[src/rtl/core/hcgv_pkg.sv]
// Shared types and constants of the Hough circle gradient voter.
package hcgv_pkg;

   localparam logic [1:0] CMD_VOTE  = 2'd0;
   localparam logic [1:0] CMD_READ  = 2'd1;
   localparam logic [1:0] CMD_CLEAR = 2'd2;
   localparam logic [1:0] CMD_NOP   = 2'd3;

   localparam logic [2:0] REG_GRID_COLS  = 3'd0;
   localparam logic [2:0] REG_GRID_ROWS  = 3'd1;
   localparam logic [2:0] REG_RADIUS_MIN = 3'd2;
   localparam logic [2:0] REG_RADIUS_MAX = 3'd3;
   localparam logic [2:0] REG_INV_SCALE  = 3'd4;
   localparam logic [2:0] REG_PEAK_THR   = 3'd5;

   localparam int REQ_DATA_W = 72;
   localparam int RSP_DATA_W = 32;
   localparam logic [10:0] Q10_ONE = 11'd1024;

   typedef struct packed {
      logic [8:0]  grid_cols;
      logic [8:0]  grid_rows;
      logic [9:0]  radius_min;
      logic [9:0]  radius_max;
      logic [10:0] inv_scale_q10;
      logic [15:0] peak_threshold;
   } cfg_type;

   typedef struct packed {
      logic [9:0]        pixel_x;
      logic [9:0]        pixel_y;
      logic              is_edge;
      logic signed [15:0] grad_x;
      logic signed [15:0] grad_y;
      logic [7:0]        cell_col;
      logic [7:0]        cell_row;
   } req_type;

   typedef struct packed {
      logic capture;
      logic sq;
      logic sum;
      logic sqrt_step;
      logic div_init;
      logic div_step;
      logic axis;
      logic walk_init;
      logic walk_flip;
      logic rmw_read;
      logic rmw_write;
      logic rd_center;
      logic rd_first_nb;
      logic rd_next_nb;
      logic clr_start;
      logic clr_step;
      logic emit;
   } dp_cmd_type;

   typedef struct packed {
      logic skip;
      logic sqrt_last;
      logic div_last;
      logic walk_end;
      logic in_grid;
      logic interior;
      logic nb_last;
      logic clr_last;
   } dp_sts_type;

endpackage

[src/rtl/core/hcgv_ctrl.sv]
// Controller state machine sequencing vote, read and clear requests.
module hcgv_ctrl (
   input  logic                 clock,
   input  logic                 reset,
   input  logic                 req_tvalid,
   input  logic [1:0]           req_cmd,
   input  logic                 rsp_busy,
   input  hcgv_pkg::dp_sts_type sts,
   output logic                 req_tready,
   output hcgv_pkg::dp_cmd_type cmd
);
   import hcgv_pkg::*;

   localparam logic [3:0] S_CLR   = 4'd0;
   localparam logic [3:0] S_IDLE  = 4'd1;
   localparam logic [3:0] S_SQ    = 4'd2;
   localparam logic [3:0] S_SUM   = 4'd3;
   localparam logic [3:0] S_SQRT  = 4'd4;
   localparam logic [3:0] S_DINIT = 4'd5;
   localparam logic [3:0] S_DIV   = 4'd6;
   localparam logic [3:0] S_WINIT = 4'd7;
   localparam logic [3:0] S_WADDR = 4'd8;
   localparam logic [3:0] S_WWR   = 4'd9;
   localparam logic [3:0] S_RCHK  = 4'd10;
   localparam logic [3:0] S_RCTR  = 4'd11;
   localparam logic [3:0] S_RNB   = 4'd12;
   localparam logic [3:0] S_DONE  = 4'd13;

   logic [3:0] state_ff, state_in;
   logic       axis_ff, axis_in;
   logic       dir_ff, dir_in;
   logic       clrcmd_ff, clrcmd_in;

   always_comb begin
      state_in   = state_ff;
      axis_in    = axis_ff;
      dir_in     = dir_ff;
      clrcmd_in  = clrcmd_ff;
      cmd        = '0;
      cmd.axis   = axis_ff;
      req_tready = 1'b0;
      unique case (state_ff)
         S_CLR: begin
            cmd.clr_step = 1'b1;
            if (sts.clr_last) begin
               state_in  = clrcmd_ff ? S_DONE : S_IDLE;
               clrcmd_in = 1'b0;
            end
         end
         S_IDLE: begin
            req_tready = 1'b1;
            if (req_tvalid) begin
               cmd.capture = 1'b1;
               unique case (req_cmd)
                  CMD_VOTE:  state_in = S_SQ;
                  CMD_READ:  state_in = S_RCHK;
                  CMD_CLEAR: begin
                     cmd.clr_start = 1'b1;
                     clrcmd_in     = 1'b1;
                     state_in      = S_CLR;
                  end
                  default:   state_in = S_DONE;
               endcase
            end
         end
         S_SQ: begin
            cmd.sq   = 1'b1;
            state_in = sts.skip ? S_DONE : S_SUM;
         end
         S_SUM: begin
            cmd.sum  = 1'b1;
            state_in = S_SQRT;
         end
         S_SQRT: begin
            cmd.sqrt_step = 1'b1;
            if (sts.sqrt_last) begin
               axis_in  = 1'b0;
               state_in = S_DINIT;
            end
         end
         S_DINIT: begin
            cmd.div_init = 1'b1;
            state_in     = S_DIV;
         end
         S_DIV: begin
            cmd.div_step = 1'b1;
            if (sts.div_last) begin
               if (!axis_ff) begin
                  axis_in  = 1'b1;
                  state_in = S_DINIT;
               end else begin
                  dir_in   = 1'b0;
                  state_in = S_WINIT;
               end
            end
         end
         S_WINIT: begin
            cmd.walk_init = 1'b1;
            state_in      = S_WADDR;
         end
         S_WADDR: begin
            if (sts.walk_end) begin
               if (!dir_ff) begin
                  cmd.walk_flip = 1'b1;
                  dir_in        = 1'b1;
                  state_in      = S_WINIT;
               end else begin
                  state_in = S_DONE;
               end
            end else begin
               cmd.rmw_read = 1'b1;
               state_in     = S_WWR;
            end
         end
         S_WWR: begin
            cmd.rmw_write = 1'b1;
            state_in      = S_WADDR;
         end
         S_RCHK: begin
            if (sts.in_grid) begin
               cmd.rd_center = 1'b1;
               state_in      = S_RCTR;
            end else begin
               state_in = S_DONE;
            end
         end
         S_RCTR: begin
            cmd.rd_first_nb = 1'b1;
            state_in        = sts.interior ? S_RNB : S_DONE;
         end
         S_RNB: begin
            cmd.rd_next_nb = 1'b1;
            if (sts.nb_last) begin
               state_in = S_DONE;
            end
         end
         S_DONE: begin
            if (!rsp_busy) begin
               cmd.emit = 1'b1;
               state_in = S_IDLE;
            end
         end
         default: state_in = S_IDLE;
      endcase
   end

   always_ff @(posedge clock) begin
      if (reset) begin
         state_ff  <= S_CLR;
         axis_ff   <= 1'b0;
         dir_ff    <= 1'b0;
         clrcmd_ff <= 1'b0;
      end else begin
         state_ff  <= state_in;
         axis_ff   <= axis_in;
         dir_ff    <= dir_in;
         clrcmd_ff <= clrcmd_in;
      end
   end

endmodule

[config.mk]
export PLATFORM = sky130hd
export DESIGN_NAME = hcgv_ctrl
export DESIGN_NICKNAME = d
export VERILOG_FILES = /design/src/rtl/core/hcgv_pkg.sv /design/src/rtl/core/hcgv_ctrl.sv
export SDC_FILE = /design/constraint.sdc
export NUM_CORES = 1
export LEC_CHECK = 0
export BUFFER_PORTS_ARGS = -buffer_cell sky130_fd_sc_hd__buf_4
export CAP_MARGIN = 15
export CORE_MARGIN = 3
export CORE_UTILIZATION = 45
export CTS_CLUSTER_SIZE = 10
export DETAILED_ROUTE_END_ITERATION = 12
export PLACE_DENSITY = 0.79
export SLEW_MARGIN = 10
export SYNTH_ARGS = -nofsm -noshare
export SYNTH_HDL_FRONTEND = slang
export SYNTH_SLANG_ARGS = --single-unit
[constraint.sdc]
create_clock -name clock -period 1.6 [get_ports clock]
set_input_delay 0.24 -clock clock [delete_from_list [all_inputs] [get_ports clock]]
set_output_delay 0.24 -clock clock [all_outputs]
set_load 0.01 [all_outputs]
[Word level (Yosys, flattened, before mapping)]
Index checks and enable logic that the tools add are counted.
Cells by class
  equal/unequal tests: 24
  multiplexer cells: 50
  reduce and logical (&&, ||, !) cells: 10
Operators by type and width (number)
  4-bit case mux with 13 select lines: 1
  4-bit two-way mux: 10
  1-bit two-way mux: 32
  4-bit equality test, second input constant: 6
  4-bit by 3-bit equality test with 1-bit output, second input constant: 4
  2-bit != test, second input constant: 8
  4-bit case mux with 3 select lines: 1
  4-bit by 2-bit equality test with 1-bit output, second input constant: 2
  4-bit AND reduction: 2
  1-bit case mux with 2 select lines: 3
  6-bit AND reduction: 1
  2-bit nonzero test: 3
  4-bit by 1-bit equality test with 1-bit output, second input constant: 1
  4-bit logical NOT: 1
  2-bit two-way mux: 2
  3-bit two-way mux: 1
  3-bit AND reduction: 1
  2-bit by 1-bit equality test with 1-bit output, second input constant: 1
  2-bit equality test, second input constant: 1
  2-bit logical NOT: 1
  2-bit by 1-bit != test with 1-bit output, second input constant: 1
  2-bit OR reduction: 1
Storage, ports and cells
  bits in registers: 7
  output and inout port bits: 18
  logic and storage cells: 88

[Logic depth before layout (Yosys ltp)]
  word-level depth: 4
  depth in mapped cells: 6
  gate-level depth less buffers: 5

[Least setup slack after synthesis]
OpenSTA, ideal clock, no wires.
  kind: register -> register
  from: reg state_ff[0]
  to: reg state_ff[2]
  path slack: 0.128 ns
  period minus slack after synthesis: 1.472 ns
  cell stages (with the launch flop): 6
  arrival: 1.384 ns
  path through: dfxtp_1 buf_4 nand2_1 nor3_1 a311oi_1 a311oi_2
On the way
  longest elaborated chain between the ends: 3
Ends and longest elaborated chain
  start: declaration: line hcgv_ctrl.sv:29  | logic [3:0] state_ff, state_in;
  start signal: assignment: line hcgv_ctrl.sv:154  | state_ff <= state_in;
  4-bit equality test (tied with other cells): line hcgv_ctrl.sv:42  | unique case (state_ff)
  2-bit OR reduction (no source line) / 2-bit != test (equally long branches)
  4-bit case mux with 13 select lines / 6-bit AND reduction (equally long branches)
Several ways; a longest one is shown, not always the timed one.
A chain may end at the register's enable or synchronous reset.

==> results by group <==
Run status
  • Status: complete, but fails checks
  • Failing checks: setup timing

Global routing
  • Global-route wire length before repair: around 4200 µm
  • Vias in the first global route: just over 900
  • Initial antenna violation count: 0
  • GRT overflow: 0
  • Pin count of the biggest net entering global routing: 18
  • GR Util All Layers: between 20% and 30%

Clock tree
  • CTS Hold Buffers Added: 0
  • TritonCTS Buffers: 3
  • Clk slew on worst S/H paths: 60 ps
  • H-tree levels: 1
  • Clock Latency Late Sink: about 260 ps
  • Root Buffer: clkbuf_4
  • CTS tree: done
  • Clk buf depth: 2
  • Clock Sinks: 7

Cells and area
  • ANT cells: 0
  • Fin nets: between 150 and 200
  • Final Core Density: between 70% and 80%
  • Design Area, Final: 1200 µm²
  • Layout cells sized above 1: between 50% and 60%
  • P&R area growth vs syn: 59.2%

Synthesis
  • Register area share after synthesis: a little under a fifth
  • Yosys Warn Count: 0
  • Cell area after synthesis: 754 µm²
  • #FFs+latches synth: 7
  • Syn Nets: 116
  • Post-synthesis average cell area: 7.40 µm²
  • Synthesized instance count: just over 100
  • Distinct cell type count after synthesis: 40

Detailed routing
  • Detail Route Antenna Nets: 0
  • # DRC: 0
  • Final wirelength: ~2700 µm
  • 1st-iter DRT viols: 66
  • Drt first pass iters: 4
  • Drt via density: around 6.3
  • Avg WL per Cell: around 17 µm
  • Vias: 1,014

Critical path
  • Crit. End Element: primary output
  • Crit path from: state_ff[0]
  • Critical path buffer and inverter count: 2
  • Worst Path Required: 1360 ps
  • Crit path kind: reg2out
  • Reg-to-Reg End: state_ff[0]
  • R2r setup slk: around 10 ps
  • Crit path max-delay cell type: dfxtp_2
  • Arr. time, crit path: about 1400 ps
  • Crit-path cells: buf_6 > nor4b_4 > and2_4 > buf_4
  • Worst-path fanout max: 10
  • Cell count of the worst reg-to-reg path: 6
  • Worst path max stage delay: 360 ps
  • Top delay family on crit path: simple AND/OR/NAND/NOR gates
  • Worst setup SP type: flop
  • Reg-to-Reg Start: state_ff[3]

Placement
  • IO Port Bufs: 31
  • Hpwl dp: about 1900 µm
  • Area post-placement: 1060 µm²
  • Routability-driven placement congestion ratio: between 0.8 and 0.9

STA
  • Final setup vio count: 1
  • Setup TNS Final: -7.26 ps
  • Fin crit share: 100%
  • Post-route setup slack: -7.26 ps
  • Slew HR: between 70% and 80%
  • RSZ-0062 raised after global routing: true
  • Slew @ Worst Pin: approximately 360 ps
  • Min Tclk post-route: 1610 ps
  • Clock Skew: about 2.5 ps
  • Fin. max-slew vios: 0
  • F_max: a little over 0.6 GHz
  • Fin. Hold Viols: 0

Worst hold path
  • Worst hold path type: in2reg
  • Worst Hold Path EP: state_ff[1]
  • Hold path start: reset
  • Hold path depth: 2

Die
  • # IOs: 32
  • Full die area: about 2200 µm²
  • Cell Rows: 14
  • Die Y: roughly 47 µm
  • Die Span X: about 47 µm
  • Core area: roughly 1500 µm²
  • Starting Density: ~49%

Run
  • Max-cap violations: 0

Power
  • Leakage Power: 0.486 nW
  • Pwr Density: around 950 nW/µm²
  • VDD IR max: ~0.65 mV
## through the flow
stage                     power (mW)  hold slack, ps  instances  setup slack [ps]
final                           1.14             200        160             -7.26
after global routing            1.20             210        160             -65.5
after CTS                       1.05             200        156             -23.4
after detailed placement       0.852             468        151              25.3
after global placement         0.839             458        151              84.9
after floorplan                0.598             308        102               128
## flip-flops by register name, summed over array words and instances, names as in the netlist
name       cells
dir_ff         1
axis_ff        1
state_ff       4
clrcmd_ff      1
## where the power goes
part / switching (mW) / internal [mW]
Clock: 0.0818 / 0.0963
Sequential: 0.0358 / 0.202
Combinational: 0.385 / 0.340
## placed cells by master, fill, tap and decap left out, types with 2 or more instances in the layout
| master | n |
|---|---|
| buf_4 | 43 |
| nor2_1 | 10 |
| nand2_1 | 8 |
| nor3_1 | 5 |
| nor2b_1 | 5 |
| o21ai_0 | 5 |
| a21oi_1 | 4 |
| dfxtp_1 | 4 |
| nor3_2 | 3 |
| a311oi_1 | 3 |
| a211oi_1 | 3 |
| clkbuf_4 | 3 |
| dfxtp_2 | 3 |
| inv_2 | 2 |
| nand2b_4 | 2 |
| nor4_1 | 2 |
| inv_1 | 2 |
| and2_1 | 2 |
| nand3b_1 | 2 |
| a22oi_1 | 2 |
| nand2b_1 | 2 |
| buf_12 | 2 |
| buf_6 | 2 |
## cell usage after synthesis
cell type | n | share of area (%)
a211oi_1 | 3 | 3.0
nor4b_2 | 1 | 2.0
o311a_1 | 1 | 1.3
nand3_1 | 1 | 0.66
nand2b_1 | 3 | 2.5
nor4b_1 | 1 | 1.2
o32ai_1 | 1 | 1.2
nor2_1 | 11 | 5.5
and2_1 | 3 | 2.5
nand3b_1 | 2 | 2.0
nor3_1 | 8 | 5.3
a311oi_1 | 3 | 3.5
a21oi_2 | 1 | 1.2
a31oi_1 | 1 | 0.83
o211ai_1 | 1 | 1.0
nand2b_2 | 2 | 2.3
clkbuf_1 | 3 | 1.5
inv_1 | 2 | 1.0
a21oi_1 | 4 | 2.7
or3_1 | 1 | 0.83
a311oi_2 | 1 | 2.0
buf_6 | 1 | 1.5
a2111oi_4 | 1 | 3.6
buf_4 | 4 | 4.0
nand2_1 | 9 | 4.5
o21ai_0 | 5 | 3.3
or4b_4 | 1 | 1.8
o21ai_1 | 1 | 0.66
mux2i_1 | 1 | 1.3
o221ai_2 | 1 | 2.0
dfxtp_1 | 7 | 19
or2_1 | 1 | 0.83
o311ai_1 | 1 | 1.2
a22oi_1 | 2 | 2.0
o21a_1 | 1 | 1.0
nor2b_1 | 5 | 4.1
buf_2 | 1 | 0.66
nor4_1 | 3 | 2.5
nor3b_2 | 1 | 1.7
inv_2 | 2 | 1.0
## cells by family (layout without fill, tap and decap cells)
group / count (synthesis) / after routing / synth area share [%]
compound gates: 28 / 28 / 30.3
buf+inv: 13 / 55 / 9.62
flops: 7 / 7 / 18.6
mux: 1 / 1 / 1.33
simple gates: 53 / 53 / 40.1
## final cells by class
type                            instances  area, µm²
Multi-Input combinational cell         82        611
Timing Repair Buffer                   47        385
Fill cell                             106        340
Sequential cell                         7        144
Clock buffer                            4       26.3
Tap cell                               16       20.0
Inverter                                4       15.0
## what timing repair did
action,4_1_cts,5_1_grt
buffers inserted,1,4
pin swaps,3,4
endpoints found under the setup margin,6,7
resized for setup,8,11
## metal layers
metal | vias to the layer above | share of wire, % | routed length [µm] | GRT usage [%]
met5 | - | 0 | 0 | 0
met4 | 0 | 2.4 | 67 | 7.73
met3 | 17 | 9.5 | 261 | 6.51
met2 | 67 | 50 | 1360 | 43.4
met1 | 468 | 38 | 1050 | 33.3
li1 | 462 | - | - | -
## worst max-delay path by stage
stage / end / depth (start not counted) / slack [ps]
final: cmd[8] / 4 / -7
after global routing: cmd[8] / 4 / -70
after CTS: cmd[8] / 4 / -20
after detailed placement: state_ff[3] / 6 / 30
after global placement: state_ff[3] / 6 / 80
after floorplan: state_ff[2] / 5 / 130
No activity file was read; power rests on OpenSTA's default activity.
